===== src/hw/rtl/sem_pkg.sv =====
// ----------------------------------------------------------------------------
// sem_pkg
// Shared types and constants of the RGB Sobel edge magnitude core.
// ----------------------------------------------------------------------------
`timescale 1ns / 1ps
`default_nettype none

package sem_pkg;

   // Widest column counter over the whole parameter range.
   localparam int COL_MAX_W = 13;
   // Width used for size compares (12-bit registers, counters up to 13 bits).
   localparam int CMP_W     = 14;
   // Register indexes of the configuration port.
   localparam logic [1:0] REG_IMAGE_WIDTH  = 2'd0;
   localparam logic [1:0] REG_IMAGE_HEIGHT = 2'd1;
   // Digit steps of the square root (22-bit radicand, two bits a step).
   localparam int ROOT_STEPS = 11;
   localparam logic [3:0] ROOT_LAST = 4'(ROOT_STEPS - 1);

   // One classified item, passed from the front end to the back end.
   typedef struct packed {
      logic [7:0]           red;
      logic [7:0]           green;
      logic [7:0]           blue;
      logic [COL_MAX_W-1:0] col;
      logic                 emit;
      logic                 top;
      logic                 bottom;
      logic                 left;
      logic                 right;
      logic                 last;
   } item_type;

   // Queue status passed from the queue to the front end and the back end.
   typedef struct packed {
      logic full;
      logic empty;
   } queue_status_type;

   typedef enum logic [2:0] {
      S_IDLE,
      S_UPDATE,
      S_GRAD,
      S_SQUARE,
      S_ROOT,
      S_OUT
   } back_state_type;

endpackage

`default_nettype wire


===== src/hw/rtl/sem_front.sv =====
// ----------------------------------------------------------------------------
// sem_front
// Accepts pixel beats, tracks stream and result positions, classifies items.
// ----------------------------------------------------------------------------
`timescale 1ns / 1ps
`default_nettype none

module sem_front #(
   parameter int MAX_WIDTH  = 2048,
   parameter int MAX_HEIGHT = 2048
) (
   input  wire logic                  clock,
   input  wire logic                  reset,
   input  wire logic                  req_tvalid,
   output logic                       req_tready,
   input  wire logic [23:0]           req_tdata,
   input  wire logic                  req_tuser,
   input  wire logic                  csr_we,
   input  wire logic [1:0]            csr_index,
   input  wire logic [11:0]           csr_wdata,
   input  wire sem_pkg::queue_status_type status,
   output logic                       push,
   output sem_pkg::item_type          push_item
);
   import sem_pkg::*;

   localparam int COL_W = $clog2(MAX_WIDTH);
   localparam int ROW_W = $clog2(MAX_HEIGHT);
   localparam logic [CMP_W-1:0] MAX_W_C = CMP_W'(MAX_WIDTH);
   localparam logic [CMP_W-1:0] MAX_H_C = CMP_W'(MAX_HEIGHT);

   logic [11:0]      width_ff, width_in;
   logic [11:0]      height_ff, height_in;
   logic [COL_W-1:0] in_col_ff, in_col_in;
   logic [11:0]      in_row_ff, in_row_in;
   logic [COL_W-1:0] out_col_ff, out_col_in;
   logic [ROW_W-1:0] out_row_ff, out_row_in;

   logic [CMP_W-1:0] w_eff, h_eff;
   logic [CMP_W-1:0] in_col_next, out_col_next, out_row_next;
   logic             emit, last, restart, accept;

   assign req_tready = !status.full;
   assign accept     = req_tvalid && req_tready;
   assign push       = accept;

   // Sizes clamped to 1..maximum.
   always_comb begin
      if (width_ff == 12'd0) begin
         w_eff = CMP_W'(1);
      end else if (CMP_W'(width_ff) > MAX_W_C) begin
         w_eff = MAX_W_C;
      end else begin
         w_eff = CMP_W'(width_ff);
      end
      if (height_ff == 12'd0) begin
         h_eff = CMP_W'(1);
      end else if (CMP_W'(height_ff) > MAX_H_C) begin
         h_eff = MAX_H_C;
      end else begin
         h_eff = CMP_W'(height_ff);
      end
   end

   // Classification of the current beat.
   always_comb begin
      in_col_next  = CMP_W'(in_col_ff) + CMP_W'(1);
      out_col_next = CMP_W'(out_col_ff) + CMP_W'(1);
      out_row_next = CMP_W'(out_row_ff) + CMP_W'(1);
      emit = (in_row_ff >= 12'd2) || ((in_row_ff == 12'd1) && (in_col_ff != '0));
      last = emit && (out_row_next >= h_eff) && (out_col_next >= w_eff);

      push_item.red    = req_tuser ? 8'd0 : req_tdata[7:0];
      push_item.green  = req_tuser ? 8'd0 : req_tdata[15:8];
      push_item.blue   = req_tuser ? 8'd0 : req_tdata[23:16];
      push_item.col    = COL_MAX_W'(in_col_ff);
      push_item.emit   = emit;
      push_item.top    = (out_row_ff == '0);
      push_item.bottom = (out_row_next >= h_eff);
      push_item.left   = (out_col_ff == '0);
      push_item.right  = (out_col_next >= w_eff);
      push_item.last   = last;
   end

   // Register writes and position counters.
   always_comb begin
      width_in   = width_ff;
      height_in  = height_ff;
      in_col_in  = in_col_ff;
      in_row_in  = in_row_ff;
      out_col_in = out_col_ff;
      out_row_in = out_row_ff;
      restart    = 1'b0;
      if (accept) begin
         if (in_col_next >= w_eff) begin
            in_col_in = '0;
            if (in_row_ff != 12'hFFF) begin
               in_row_in = in_row_ff + 12'd1;
            end
         end else begin
            in_col_in = in_col_next[COL_W-1:0];
         end
         if (emit) begin
            if (last) begin
               restart = 1'b1;
            end else if (out_col_next >= w_eff) begin
               out_col_in = '0;
               out_row_in = out_row_next[ROW_W-1:0];
            end else begin
               out_col_in = out_col_next[COL_W-1:0];
            end
         end
      end
      if (csr_we && csr_index == REG_IMAGE_WIDTH) begin
         width_in = csr_wdata;
         restart  = 1'b1;
      end
      if (csr_we && csr_index == REG_IMAGE_HEIGHT) begin
         height_in = csr_wdata;
         restart   = 1'b1;
      end
      if (restart) begin
         in_col_in  = '0;
         in_row_in  = '0;
         out_col_in = '0;
         out_row_in = '0;
      end
   end

   always_ff @(posedge clock) begin
      if (reset) begin
         width_ff   <= 12'd640;
         height_ff  <= 12'd480;
         in_col_ff  <= '0;
         in_row_ff  <= '0;
         out_col_ff <= '0;
         out_row_ff <= '0;
      end else begin
         width_ff   <= width_in;
         height_ff  <= height_in;
         in_col_ff  <= in_col_in;
         in_row_ff  <= in_row_in;
         out_col_ff <= out_col_in;
         out_row_ff <= out_row_in;
      end
   end

`ifndef NO_ASSERTIONS
   a_col_in_range: assert property (@(posedge clock) disable iff (reset)
      CMP_W'(in_col_ff) < w_eff) else $error("input column past row end");
   a_out_col_range: assert property (@(posedge clock) disable iff (reset)
      CMP_W'(out_col_ff) < w_eff) else $error("result column past row end");
   a_last_restarts: assert property (@(posedge clock) disable iff (reset)
      (accept && last) |=> (out_col_ff == '0 && out_row_ff == '0 && in_row_ff == '0))
      else $error("frame end did not restart positions");
`endif

endmodule

`default_nettype wire


===== config.mk =====
export PLATFORM = sky130hd
export DESIGN_NAME = sem_front
export DESIGN_NICKNAME = d
export VERILOG_FILES = /design/src/hw/rtl/sem_pkg.sv /design/src/hw/rtl/sem_front.sv
export SDC_FILE = /design/constraint.sdc
export NUM_CORES = 1
export LEC_CHECK = 0
export BUFFER_PORTS_ARGS = -buffer_cell sky130_fd_sc_hd__buf_2
export CAP_MARGIN = 10
export CORE_UTILIZATION = 29
export CTS_BUF_LIST = sky130_fd_sc_hd__clkbuf_16
export CTS_CLUSTER_SIZE = 30
export DETAILED_ROUTE_END_ITERATION = 10
export PLACE_DENSITY = 0.55
export SETUP_SLACK_MARGIN = 0.2
export SLEW_MARGIN = 20
export SYNTH_ARGS = -nofsm -noshare
export SYNTH_HDL_FRONTEND = slang
export SYNTH_SLANG_ARGS = --single-unit

===== constraint.sdc =====
create_clock -name clock -period 4.3 [get_ports clock]
set_input_delay 0.86 -clock clock [delete_from_list [all_inputs] [get_ports clock]]
set_output_delay 0.86 -clock clock [all_outputs]
set_load 0.02 [all_outputs]

==> qor.txt <==
Site Rows: 46
Yosys reg bits: 69
crit path cell chain: and3_1, nand3_1, or2_4, nor2_2, xor2_1, ha_1, a21o_1, a21o_1, a211o_1, a21oi_4, inv_1, buf_2
synth unique cells: 61
met2 Track Usage GR: 24.0%
DR vias/cell: 4.91
cell taking the most area after synthesis: dfxtp_1
final WL: 12.4 mm
Final Cycle Share: 91.7%
Detailed Routing Iterations Pass 1: 4
post-route worst setup slack: 355 ps
synth-to-layout area growth: 20.6%
Primary FF master, synth: dfxtp_1
initial antenna violation count: 0
Final Non-Filler Cells: 903
Worst Path Required: 3440 ps
Post-Syn Instances: 611
leakage power: 2.34 nW
synthesis warning total: 0
Sequential Area: 1410 um^2
post-synth top area share: 28.9%
Syn Std Cell Area: 4780 um^2
H-tree Lvls: 3
Worst-Margin Slew: 988 ps
via count: 4434
placer congestion estimate: 0.807
Post-Place Cell Area: 5370 um^2
Final Net Count: 772
sequential element share of the synthesized area: 28.9%
RSZ-0062 raised after global routing: yes
placed insts: 886
TritonCTS buffer count: 9
vias in the first global route: 4122
max_cap viols: 0
WL per Instance: 13.8 um
cell with the most instances after synthesis: nand2_1
outcome: completed
max-slew violations: 0
EDFF count, synth: 0
Routed Antenna Nets: 0
Fin. Hold Viols: 0
final setup violating endpoints: 0
multi-input combinational cell area: 3210 um^2
pwr dens: 267 nW/um^2
peak supply drop: 0.174 mV
Core Box Area: 16000 um^2
M1 GR Usage: 22.0%
initial drt markers: 251
Clock Skew: 8.44 ps
headroom to the max-slew limit: 33.9%
Initial Util: 29.9%
IO Port Bufs: 86
Worst Hold Class: flip-flop to flip-flop
CTS Sinks: 69
Fill cells: 1745
CP delay by family, top: compound AO/OA/AOI/OAI gates
met3 Use GR: 3.14%
die width: 130 um
CP dominant cell by count: a21o_1
overall routing resource usage: 15.5%
IO Count: 90
finished layout cell area: 5770 um^2
Place WS: 316 ps
Top Usage Layer GRT: met2
CP Class: flip-flop to output pin
clock period minus worst slack: 3950 ps
DRC viols: 0
setup total negative slack: 0 ps
crit path max-delay cell type: dfxtp_4
TritonCTS clock tree: yes
root buf cell: clkbuf_16
first-pass GRT wire length: 20.7 mm
fmax: 253 MHz
crit-path max FO: 8
DP HPWL: 9.26 mm
CP Launch Type: flip-flop
largest net degree at the start of global routing: 27
main area contributors after synthesis: dfxtp_1 (29%), ha_1 (12%), nand2_1 (8.3%)
Worst-path clk slew: 60 ps
asr flop ratio synth: 0%
Inserted Diodes: 0
sum of buffers and inverters on the critical path: 2
Worst path max stage delay: 380 ps
GRT overflow: 0
most frequent cells after synthesis: nand2_1 (106), dfxtp_1 (69), a21oi_1 (46), ha_1 (45), nor2_1 (37)
layout cells sized above 1: 23.3%
clk buf depth: 2
Setup crit end kind: output pin
latest clock arrival within the worst-skew pair: 330 ps
Post-Syn Area per Cell: 7.83 um^2
Min Hold Slack: 468 ps
Data arrival, critical path: 3090 ps
Die Ht: 130 um
die area: 17000 um^2
-- kinds of logic after synthesis --
kind of cell    after synthesis  synth area share, %
simple gates                284                 30.5
other cells                   1               0.0784
compound gates              125                 18.0
fa+ha+maj                    45                 11.8
xor+xnor                     28                 5.13
flops                        69                 28.9
buf+inv                      59                 5.65
-- flip-flops by register name, summed over array words and instances (netlist names) --
signal / cells
height_ff: 12
in_col_ff: 11
in_row_ff: 12
out_row_ff: 11
out_col_ff: 11
width_ff: 12
-- layout by cell type, fill, tap and decap left out, types with 4 or more instances in the layout --
master,Yosys,routed
a21oi_1,46,46
a21oi_2,4,4
a22oi_1,8,8
a31oi_1,10,10
a32o_1,9,9
and3_1,13,8
and3_4,1,6
buf_2,8,85
buf_4,4,10
clkbuf_16,0,9
dfxtp_1,69,60
dfxtp_4,0,6
ha_1,45,43
inv_1,22,23
nand2_1,106,106
nand2b_1,6,6
nand3_1,30,30
nand3b_1,13,13
nand4_1,8,8
nor2_1,37,35
nor2b_1,25,25
nor3_1,5,4
nor3b_1,6,6
nor4_1,13,13
o211ai_1,8,8
o21ai_0,6,6
o31ai_1,4,4
or3_2,4,4
xnor2_1,16,16
xor2_1,12,11
-- routing by layer --
| layer | routed length, um | up-vias |
|---|---|---|
| met5 | 0 | - |
| met4 | 121 | 0 |
| met3 | 396 | 11 |
| met2 | 5520 | 72 |
| met1 | 6390 | 2043 |
| li1 | - | 2308 |
-- repair_timing --
item,in CTS,in global routing
hold buffers,0,0
endpoints found under the setup margin,3,3
gates resized for setup,10,22
pin swaps,0,3
buffers inserted,1,0
-- tightest hold or removal path, cell delays in order (launching register included) --
cell	delay, ps
dfxtp_1	320
nand2_1	50
a21oi_1	50
-- stage by stage --
stage                     power (mW)  utilization (%)
after floorplan                0.770                -
after global placement         0.828             33.6
after detailed placement       0.828             33.6
after CTS                       1.56             35.6
after global routing            1.61             36.0
final                           1.54             36.0
-- final cells by class --
class                   count  share of cell area [%]
multi-input cells         484                    55.7
flip-flops and latches     69                    24.4
repair buffers             95                    8.68
well taps                 216                    4.69
clock buffers               9                    3.90
inverters                  23                    1.50
clock inverters             7                    1.17
-- where the power goes --
group          internal, mW  switching [mW]  total (mW)
logic                0.0579          0.0982       0.156
registers             0.645         0.00887       0.654
clock network         0.445           0.284       0.730
-- path summary, 6_finish.rpt --
kind                                                 start                   endpoint  slack, ps  cells after the start
worst min register to register   height_ff[0]$_SDFFE_PP0P_  height_ff[0]$_SDFFE_PP0P_        470                      2
worst min-delay path             height_ff[0]$_SDFFE_PP0P_  height_ff[0]$_SDFFE_PP0P_        470                      2
worst max-delay path            out_col_ff[4]$_SDFFE_PP0P_               push_item[1]        350                     12
worst max register to register   in_col_ff[0]$_SDFFE_PP0P_  in_col_ff[5]$_SDFFE_PP0P_        730                     13
(Power assumes the default switching activity.)
