===== src/hw/rtl/sem_pkg.sv =====
// ----------------------------------------------------------------------------
// sem_pkg
// Shared types and constants of the RGB Sobel edge magnitude core.
// ----------------------------------------------------------------------------
`timescale 1ns / 1ps
`default_nettype none

package sem_pkg;

   // Widest column counter over the whole parameter range.
   localparam int COL_MAX_W = 13;
   // Width used for size compares (12-bit registers, counters up to 13 bits).
   localparam int CMP_W     = 14;
   // Register indexes of the configuration port.
   localparam logic [1:0] REG_IMAGE_WIDTH  = 2'd0;
   localparam logic [1:0] REG_IMAGE_HEIGHT = 2'd1;
   // Digit steps of the square root (22-bit radicand, two bits a step).
   localparam int ROOT_STEPS = 11;
   localparam logic [3:0] ROOT_LAST = 4'(ROOT_STEPS - 1);

   // One classified item, passed from the front end to the back end.
   typedef struct packed {
      logic [7:0]           red;
      logic [7:0]           green;
      logic [7:0]           blue;
      logic [COL_MAX_W-1:0] col;
      logic                 emit;
      logic                 top;
      logic                 bottom;
      logic                 left;
      logic                 right;
      logic                 last;
   } item_type;

   // Queue status passed from the queue to the front end and the back end.
   typedef struct packed {
      logic full;
      logic empty;
   } queue_status_type;

   typedef enum logic [2:0] {
      S_IDLE,
      S_UPDATE,
      S_GRAD,
      S_SQUARE,
      S_ROOT,
      S_OUT
   } back_state_type;

endpackage

`default_nettype wire


===== src/hw/rtl/sem_fifo.sv =====
// ----------------------------------------------------------------------------
// sem_fifo
// Two-entry queue of classified items between the front and back ends.
// ----------------------------------------------------------------------------
`timescale 1ns / 1ps
`default_nettype none

module sem_fifo (
   input  wire logic                      clock,
   input  wire logic                      reset,
   input  wire logic                      push,
   input  wire sem_pkg::item_type         push_item,
   input  wire logic                      pop,
   output sem_pkg::item_type              pop_item,
   output sem_pkg::queue_status_type      status
);
   import sem_pkg::*;

   item_type   mem_ff [2];
   logic       wr_ptr_ff, wr_ptr_in;
   logic       rd_ptr_ff, rd_ptr_in;
   logic [1:0] count_ff, count_in;

   // Pointer and fill count bookkeeping.
   always_comb begin
      wr_ptr_in = push ? ~wr_ptr_ff : wr_ptr_ff;
      rd_ptr_in = pop ? ~rd_ptr_ff : rd_ptr_ff;
      count_in  = count_ff + {1'b0, push} - {1'b0, pop};
   end

   always_ff @(posedge clock) begin
      if (reset) begin
         wr_ptr_ff <= 1'b0;
         rd_ptr_ff <= 1'b0;
         count_ff  <= 2'd0;
      end else begin
         wr_ptr_ff <= wr_ptr_in;
         rd_ptr_ff <= rd_ptr_in;
         count_ff  <= count_in;
      end
   end

   // Entry storage.
   always_ff @(posedge clock) begin
      if (push) begin
         mem_ff[wr_ptr_ff] <= push_item;
      end
   end

   assign pop_item     = mem_ff[rd_ptr_ff];
   assign status.full  = (count_ff == 2'd2);
   assign status.empty = (count_ff == 2'd0);

`ifndef NO_ASSERTIONS
   a_no_overflow: assert property (@(posedge clock) disable iff (reset)
      !(push && status.full)) else $error("push into full queue");
   a_no_underflow: assert property (@(posedge clock) disable iff (reset)
      !(pop && status.empty)) else $error("pop from empty queue");
   a_count_range: assert property (@(posedge clock) disable iff (reset)
      count_ff != 2'd3) else $error("queue count out of range");
`endif

endmodule

`default_nettype wire


===== config.mk =====
export PLATFORM = sky130hd
export DESIGN_NAME = sem_fifo
export DESIGN_NICKNAME = d
export VERILOG_FILES = /design/src/hw/rtl/sem_pkg.sv /design/src/hw/rtl/sem_fifo.sv
export SDC_FILE = /design/constraint.sdc
export NUM_CORES = 1
export LEC_CHECK = 0
export ABC_AREA = 1
export BUFFER_PORTS_ARGS = -buffer_cell sky130_fd_sc_hd__buf_2
export CELL_PAD_IN_SITES_DETAIL_PLACEMENT = 1
export CELL_PAD_IN_SITES_GLOBAL_PLACEMENT = 2
export CORE_MARGIN = 4
export CORE_UTILIZATION = 25
export DETAILED_ROUTE_END_ITERATION = 10
export MAX_ROUTING_LAYER = met4
export PLACE_DENSITY = 0.67
export SETUP_SLACK_MARGIN = 0.4
export SYNTH_ARGS = -nofsm -noshare
export SYNTH_HDL_FRONTEND = slang
export SYNTH_SLANG_ARGS = --single-unit

===== constraint.sdc =====
create_clock -name clock -period 5.1 [get_ports clock]
set_input_delay 0.51 -clock clock [delete_from_list [all_inputs] [get_ports clock]]
set_output_delay 0.51 -clock clock [all_outputs]
set_load 0.01 [all_outputs]

==> flow_summary.yaml, run 1 <==
layout:
  nets: 312
  final_util_pct: 31.82
  syn2layout_area_growth_pct: 25.04
  final_area_mm2: 0.004417
  drive_above_1_share_pct: 56.18
  nFillCells: 1460
  diodes: 0
synth:
  synthAdderAreaFrac_pct: 0.7085
  yosys-top-cells-count: "86 x edfxtp_1, 40 x mux2_4, 8 x inv_1, 8 x nor2_1, 5 x dfxtp_1"
  synth-simple-area-share_pct: 1.559
  ys_ff_latch: 91
  yosysWarnings: 0
  syn-mean-instance-area_um2: 21.41
  ys.flop_type: "edfxtp_1"
  synth_edf_count: 86
  synth.distinct_cells: 14
  yosysMostFrequentCell: "edfxtp_1"
  synth_seq_area_share_pct: 75.95
  async_flop_share_pct: 0
  synth_top_family_by_area: "multiplexers"
  synthesis.nets: 214
  synth_compound_area_share_pct: 0.1417
  yosys.area.top_type_share_pct: 73.11
  synthXorXnorAreaFrac_pct: 0.2480
  synthMuxAreaShare_pct: 17.96
  syn-instance-count: 165
  syn-cell-area_mm2: 0.003532
  synthTopCellsByArea: "edfxtp_1 73%, mux2_4 17%, dfxtp_1 2.8%, buf_12 2.3%, mux2_2 0.96%"
  yosys.area.top_type: "edfxtp_1"
power_and_ir_drop:
  switching_share_pct: 21.43
  leakagePower_nw: 1.745
  pwr-share-seq_pct: 52.4
  clkPwrFrac_pct: 37.0
  ir_worst_vdd_mv: 0.1325
  internal_power_mw: 1.341
  power_density_mw_per_mm2: 386.4
  p_comb_share_pct: 10.6
  power_switching_uw: 365.7
worst_setup_path:
  critPathKind: "flop to primary output"
  crit_path_end_kind: "primary output"
  worst_setup_path_start_kind: "flop"
  crit_chain: "mux2_2, buf_2"
  worst_path_largest_cell_delay_ns: 0.87
  cp_slowest_cell: "dfxtp_4"
  critPathMaxFanout: 43
  cp.required_ns: 4.59
  crit_arrival_ns: 1.81
  ff2ff_setup_slack_ns: 3.40
clocking:
  clkTransAtPathRegs_ns: 0.06
  clk_latency_ns: 0.34
  cts_buffers: 9
  root_buffer: "clkbuf_16"
  cts_tree: "yes"
  cts-resized-gates: 0
  cts_hold_buffers: 0
  clock_sinks: 91
  post-cts-setup-buffer-count: 0
  clockBufferDepth: 2
  htree_levels: 3
detailed_routing:
  dr.first_iter.drc_count: 75
  routed_via_density: 3.949
  routedWlPerCell_um: 14.50
  drtPass1Iterations: 3
  ant_nets: 0
  drcViolationCount: 0
  drt_wl_total_mm: 6.480
  vias: 1765
timing:
  period_needed_ns: 2.324
  finalSetupViolCount: 0
  hold_slack_ns: 0.3569
  finalCritPeriodShare_pct: 45.56
  tns_ns: 0
  tightestPinTransition_ns: 1.001
  rsz0062_at_grt: "false"
  fin_worst_skew_ns: 0.003268
  hold_violations: 0
  maxSlewViolCount: 0
  slew_headroom_pct: 33.17
  timing.fmax_mhz: 430.3
grt:
  use_met1_pct: 9.449
  met2_usage_pct: 14.20
  first_global_vias: 1967
  grt_pass1_wl_mm: 10.34
  gr-total-overflow: 0
  use_met3_pct: 2.863
  antenna_found_initial: 0
  busiest_layer: "met2"
  grt_usage_pct: 8.810
  grt_start_max_net_pins: 45
status:
  status: "complete, no violations"
die:
  ios: 92
  num_rows: 43
  coreArea_mm2: 0.01388
  initial_core_util_pct: 25.45
  die_height_um: 126.9
  dieArea_mm2: 0.01609
  die_x_um: 126.9
place:
  dp_hpwl_mm: 4.370
  placed_area_mm2: 0.004140
  gp_congestion: 0.6831
  portBuffers: 91
job:
  maxCapViolCount: 0
worst_hold_path:
  hold_class: "input pin to flop"
-- stage by stage --
stage / worst slack (ns) / std cells / power (mW)
2_1_floorplan: 2.298 / 165 / 1.029
3_3_place_gp: 3.084 / 432 / 1.092
3_5_place_dp: 3.016 / 432 / 1.100
4_1_cts: 2.727 / 447 / 1.737
5_1_grt: 2.686 / 447 / 1.786
6_report: 2.776 / 447 / 1.707
-- layout make-up --
class,instances,area (µm²),area share [%]
clock inverter,3,40.04,0.9065
timing repair buffer,92,462.9,10.48
multi-input combinational,61,735.7,16.66
sequential,91,2686,60.82
inverter,8,30.03,0.6799
tap,180,225.2,5.099
clock buffer,12,236.5,5.354
-- cells by family (layout without fill, tap and decap cells) --
kind of cell / count (synthesis) / count (layout)
AOI/OAI and AO/OA: 1 / 1
DFF: 91 / 91
and+or+nand+nor: 14 / 14
adders and majority gates: 2 / 2
xor gates and xnor gates: 1 / 1
muxes: 43 / 43
buffers and inverters: 13 / 115
-- metal layers --
metal,routed length (µm),vias to the layer above
li1,-,818
met1,2601,880
met2,3284,54
met3,409,13
met4,184,0
met5,0,-
-- critical path, delay by kind of cell, from the launching register on --
kind	cells	cell delay, ns
flip-flops	1	0.87
multiplexers	1	0.42
buffers and inverters	1	0.14
-- power by group through the flow --
stage / registers, mW / clock network (mW) / logic (mW)
6_report: 0.894 / 0.631 / 0.182
5_1_grt: 0.900 / 0.686 / 0.200
3_5_place_dp: 0.912 / 0 / 0.187
4_1_cts: 0.896 / 0.653 / 0.188
3_3_place_gp: 0.910 / 0 / 0.183
2_1_floorplan: 0.890 / 0 / 0.139
-- state kept, by name, summed over array words and instances, names as in the netlist, named ones only --
name	flops
count_ff	2
mem_ff	86
wr_ptr_ff	1
rd_ptr_ff	1
-- cells in the final DEF (no fill, tap or decap), drive strengths merged, types with 2 or more instances in the layout --
cell type and count:
mux2 43, dfxtp 5, ha 2, nand2 4
nor2 8, clkbuf 12, buf 92, edfxtp 86
clkinv 2, inv 8
-- path summary, 6_finish.rpt --
check | start | endpoint | cells past startpoint
worst max-delay path | flop | pop_item[0] | 2
worst min-delay path | push_item[28] | mem_ff[0][28]$_DFFE_PP_ | 1
worst max register to register | wr_ptr_ff$_SDFFE_PP0P_ | mem_ff[0][13]$_DFFE_PP_ | 2
worst min register to register | rd_ptr_ff$_SDFFE_PP0P_ | flop | 2
Note: power is estimated with default switching activity, not from simulation.
==> run 2, diff against run 1 <==
==> constraint.sdc (replaced) <==
create_clock -name clock -period 2.2 [get_ports clock]
set_input_delay 0.22 -clock clock [delete_from_list [all_inputs] [get_ports clock]]
set_output_delay 0.22 -clock clock [all_outputs]
set_load 0.01 [all_outputs]
==> flow_summary.yaml, run 2 (same netlist as run 1, synthesis figures left out) <==
grt:
  grt_start_max_net_pins: 31
  gr-total-overflow: 0
  grt_usage_pct: 9.070
  antenna_found_initial: 0
  first_global_vias: 1969
  grt_pass1_wl_mm: 10.41
worst_setup_path:
  ff2ff_setup_slack_ns: 0.84
  reg2reg_from: "wr_ptr_ff$_SDFFE_PP0P_"
  crit_arrival_ns: 1.44
  crit_family: "flip-flops"
  worst_setup_path_start_kind: "flop"
  critPathMaxFanout: 16
  critPathKind: "flop to primary output"
  crit_chain: "buf_12, mux2_2, buf_2"
  critPathBufInv: 2
  worst_path_largest_cell_delay_ns: 0.42
  cp.required_ns: 1.98
  crit_path_end_kind: "primary output"
  worstRegToRegCells: 3
  r2r_end: "mem_ff[1][15]$_DFFE_PP_"
  cp_slowest_cell: "dfxtp_4"
timing:
  tns_ns: 0
  finalCritPeriodShare_pct: 75.38
  maxSlewViolCount: 0
  tightestPinTransition_ns: 0.3951
  fin_worst_skew_ns: 0.004248
  finalSetupViolCount: 0
  rsz0062_at_grt: "false"
  hold_violations: 0
  slew_headroom_pct: 73.66
  period_needed_ns: 1.658
  timing.fmax_mhz: 603.0
clocking:
  cts_buffers: 9
  htree_levels: 3
  cts_tree: "yes"
  clk_latency_ns: 0.34
  clockBufferDepth: 2
  clock_sinks: 91
  root_buffer: "clkbuf_16"
  cts-resized-gates: 0
  clkTransAtPathRegs_ns: 0.06
power_and_ir_drop:
  ir_worst_vdd_mv: 0.2897
  leakagePower_nw: 1.804
  power_density_mw_per_mm2: 908.2
place:
  placed_area_mm2: 0.004203
  dp_hpwl_mm: 4.780
  portBuffers: 91
  gp_congestion: 0.6542
detailed_routing:
  drcViolationCount: 0
  drt_wl_total_mm: 6.748
  routedWlPerCell_um: 14.83
  vias: 1757
  dr.first_iter.drc_count: 71
  routed_via_density: 3.862
  ant_nets: 0
  drtPass1Iterations: 4
job:
  maxCapViolCount: 0
layout:
  nets: 319
  diodes: 0
  final_area_mm2: 0.004548
  top_regs: "mem_ff: 86 flops, count_ff: 2 flops"
  top_register: "mem_ff"
  layout_commonest_cell: "buf_2"
  syn2layout_area_growth_pct: 28.76
  largest_reg_flops: 86
  layout_common_cells: "91 x buf_2, 86 x edfxtp_1, 40 x mux2_4"
  drive_above_1_share_pct: 58.18
worst_hold_path:
  hp-start: "push_item[4]"
  hold_class: "input pin to flop"
  hold_depth: 1
  hold_path_end: "mem_ff[1][4]$_DFFE_PP_"
die:
  dieArea_mm2: 0.01609
  die_x_um: 126.9
  initial_core_util_pct: 25.45
  num_rows: 43
  coreArea_mm2: 0.01388
  die_height_um: 126.9
  ios: 92
status:
  status: "complete, no violations"
[run 2: worst register-to-register path, stage by stage (launching register included)]
cell and delay (ns):
dfxtp_1 0.39, nand2_1 0.08, inv_2 0.30, buf_12 0.26
[run 2: power breakdown]
group | total (mW) | switching, mW | internal, mW
clock | 1.61 | 0.617 | 0.990
sequential | 2.04 | 0.0329 | 2.00
combinational | 0.488 | 0.231 | 0.257
[run 2: per-stage QoR]
step	std cells	setup slack (ns)	power, mW	hold WS [ns]	util [%]
floorplan	165	0.5086	2.385	0.2912	-
global route	455	0.4575	4.333	0.04710	32.77
detailed placement	437	0.6347	2.569	0.4120	30.28
finish	455	0.5417	4.131	0.06732	32.77
CTS	455	0.4894	4.222	0.04355	32.77
global placement	437	0.6501	2.553	0.4073	30.28
[run 2: how the worst max path moves through the flow]
| stage | start | end | slack, ns | cells after the start |
|---|---|---|---|---|
| 2_1_floorplan | wr_ptr_ff$_SDFFE_PP0P_ | mem_ff[1][0]$_DFFE_PP_ | 0.51 | 2 |
| 3_3_place_gp | flop | pop_item[0] | 0.65 | 3 |
| 4_1_cts | flop | pop_item[0] | 0.49 | 3 |
| 5_1_grt | flop | pop_item[0] | 0.46 | 3 |
| 6_report | flop | pop_item[0] | 0.54 | 3 |
| 3_5_place_dp | flop | pop_item[17] | 0.63 | 3 |
[run 2: repair_timing]
action,4_1_cts,5_1_grt
setup buffers,2,0
setup endpoints to repair,27,0
hold buffers,0,0
[run 2: layer usage]
| metal | global-route usage [%] | wire length [µm] | part of all wire [%] |
|---|---|---|---|
| met1 | 9.887 | 2806 | 42 |
| met2 | 14.35 | 3364 | 50 |
| met3 | 3.158 | 414 | 6.1 |
| met4 | 5.300 | 162 | 2.4 |
| met5 | - | 0 | 0 |
[run 2: layout make-up]
type	count	area, µm²
fillers	1463	9333
clock inverters	7	92.59
inverters	8	30.03
repair buffers	99	553.0
well taps	180	225.2
clock buffers	9	225.2
multi-input cells	61	735.7
flip-flops and latches	91	2686
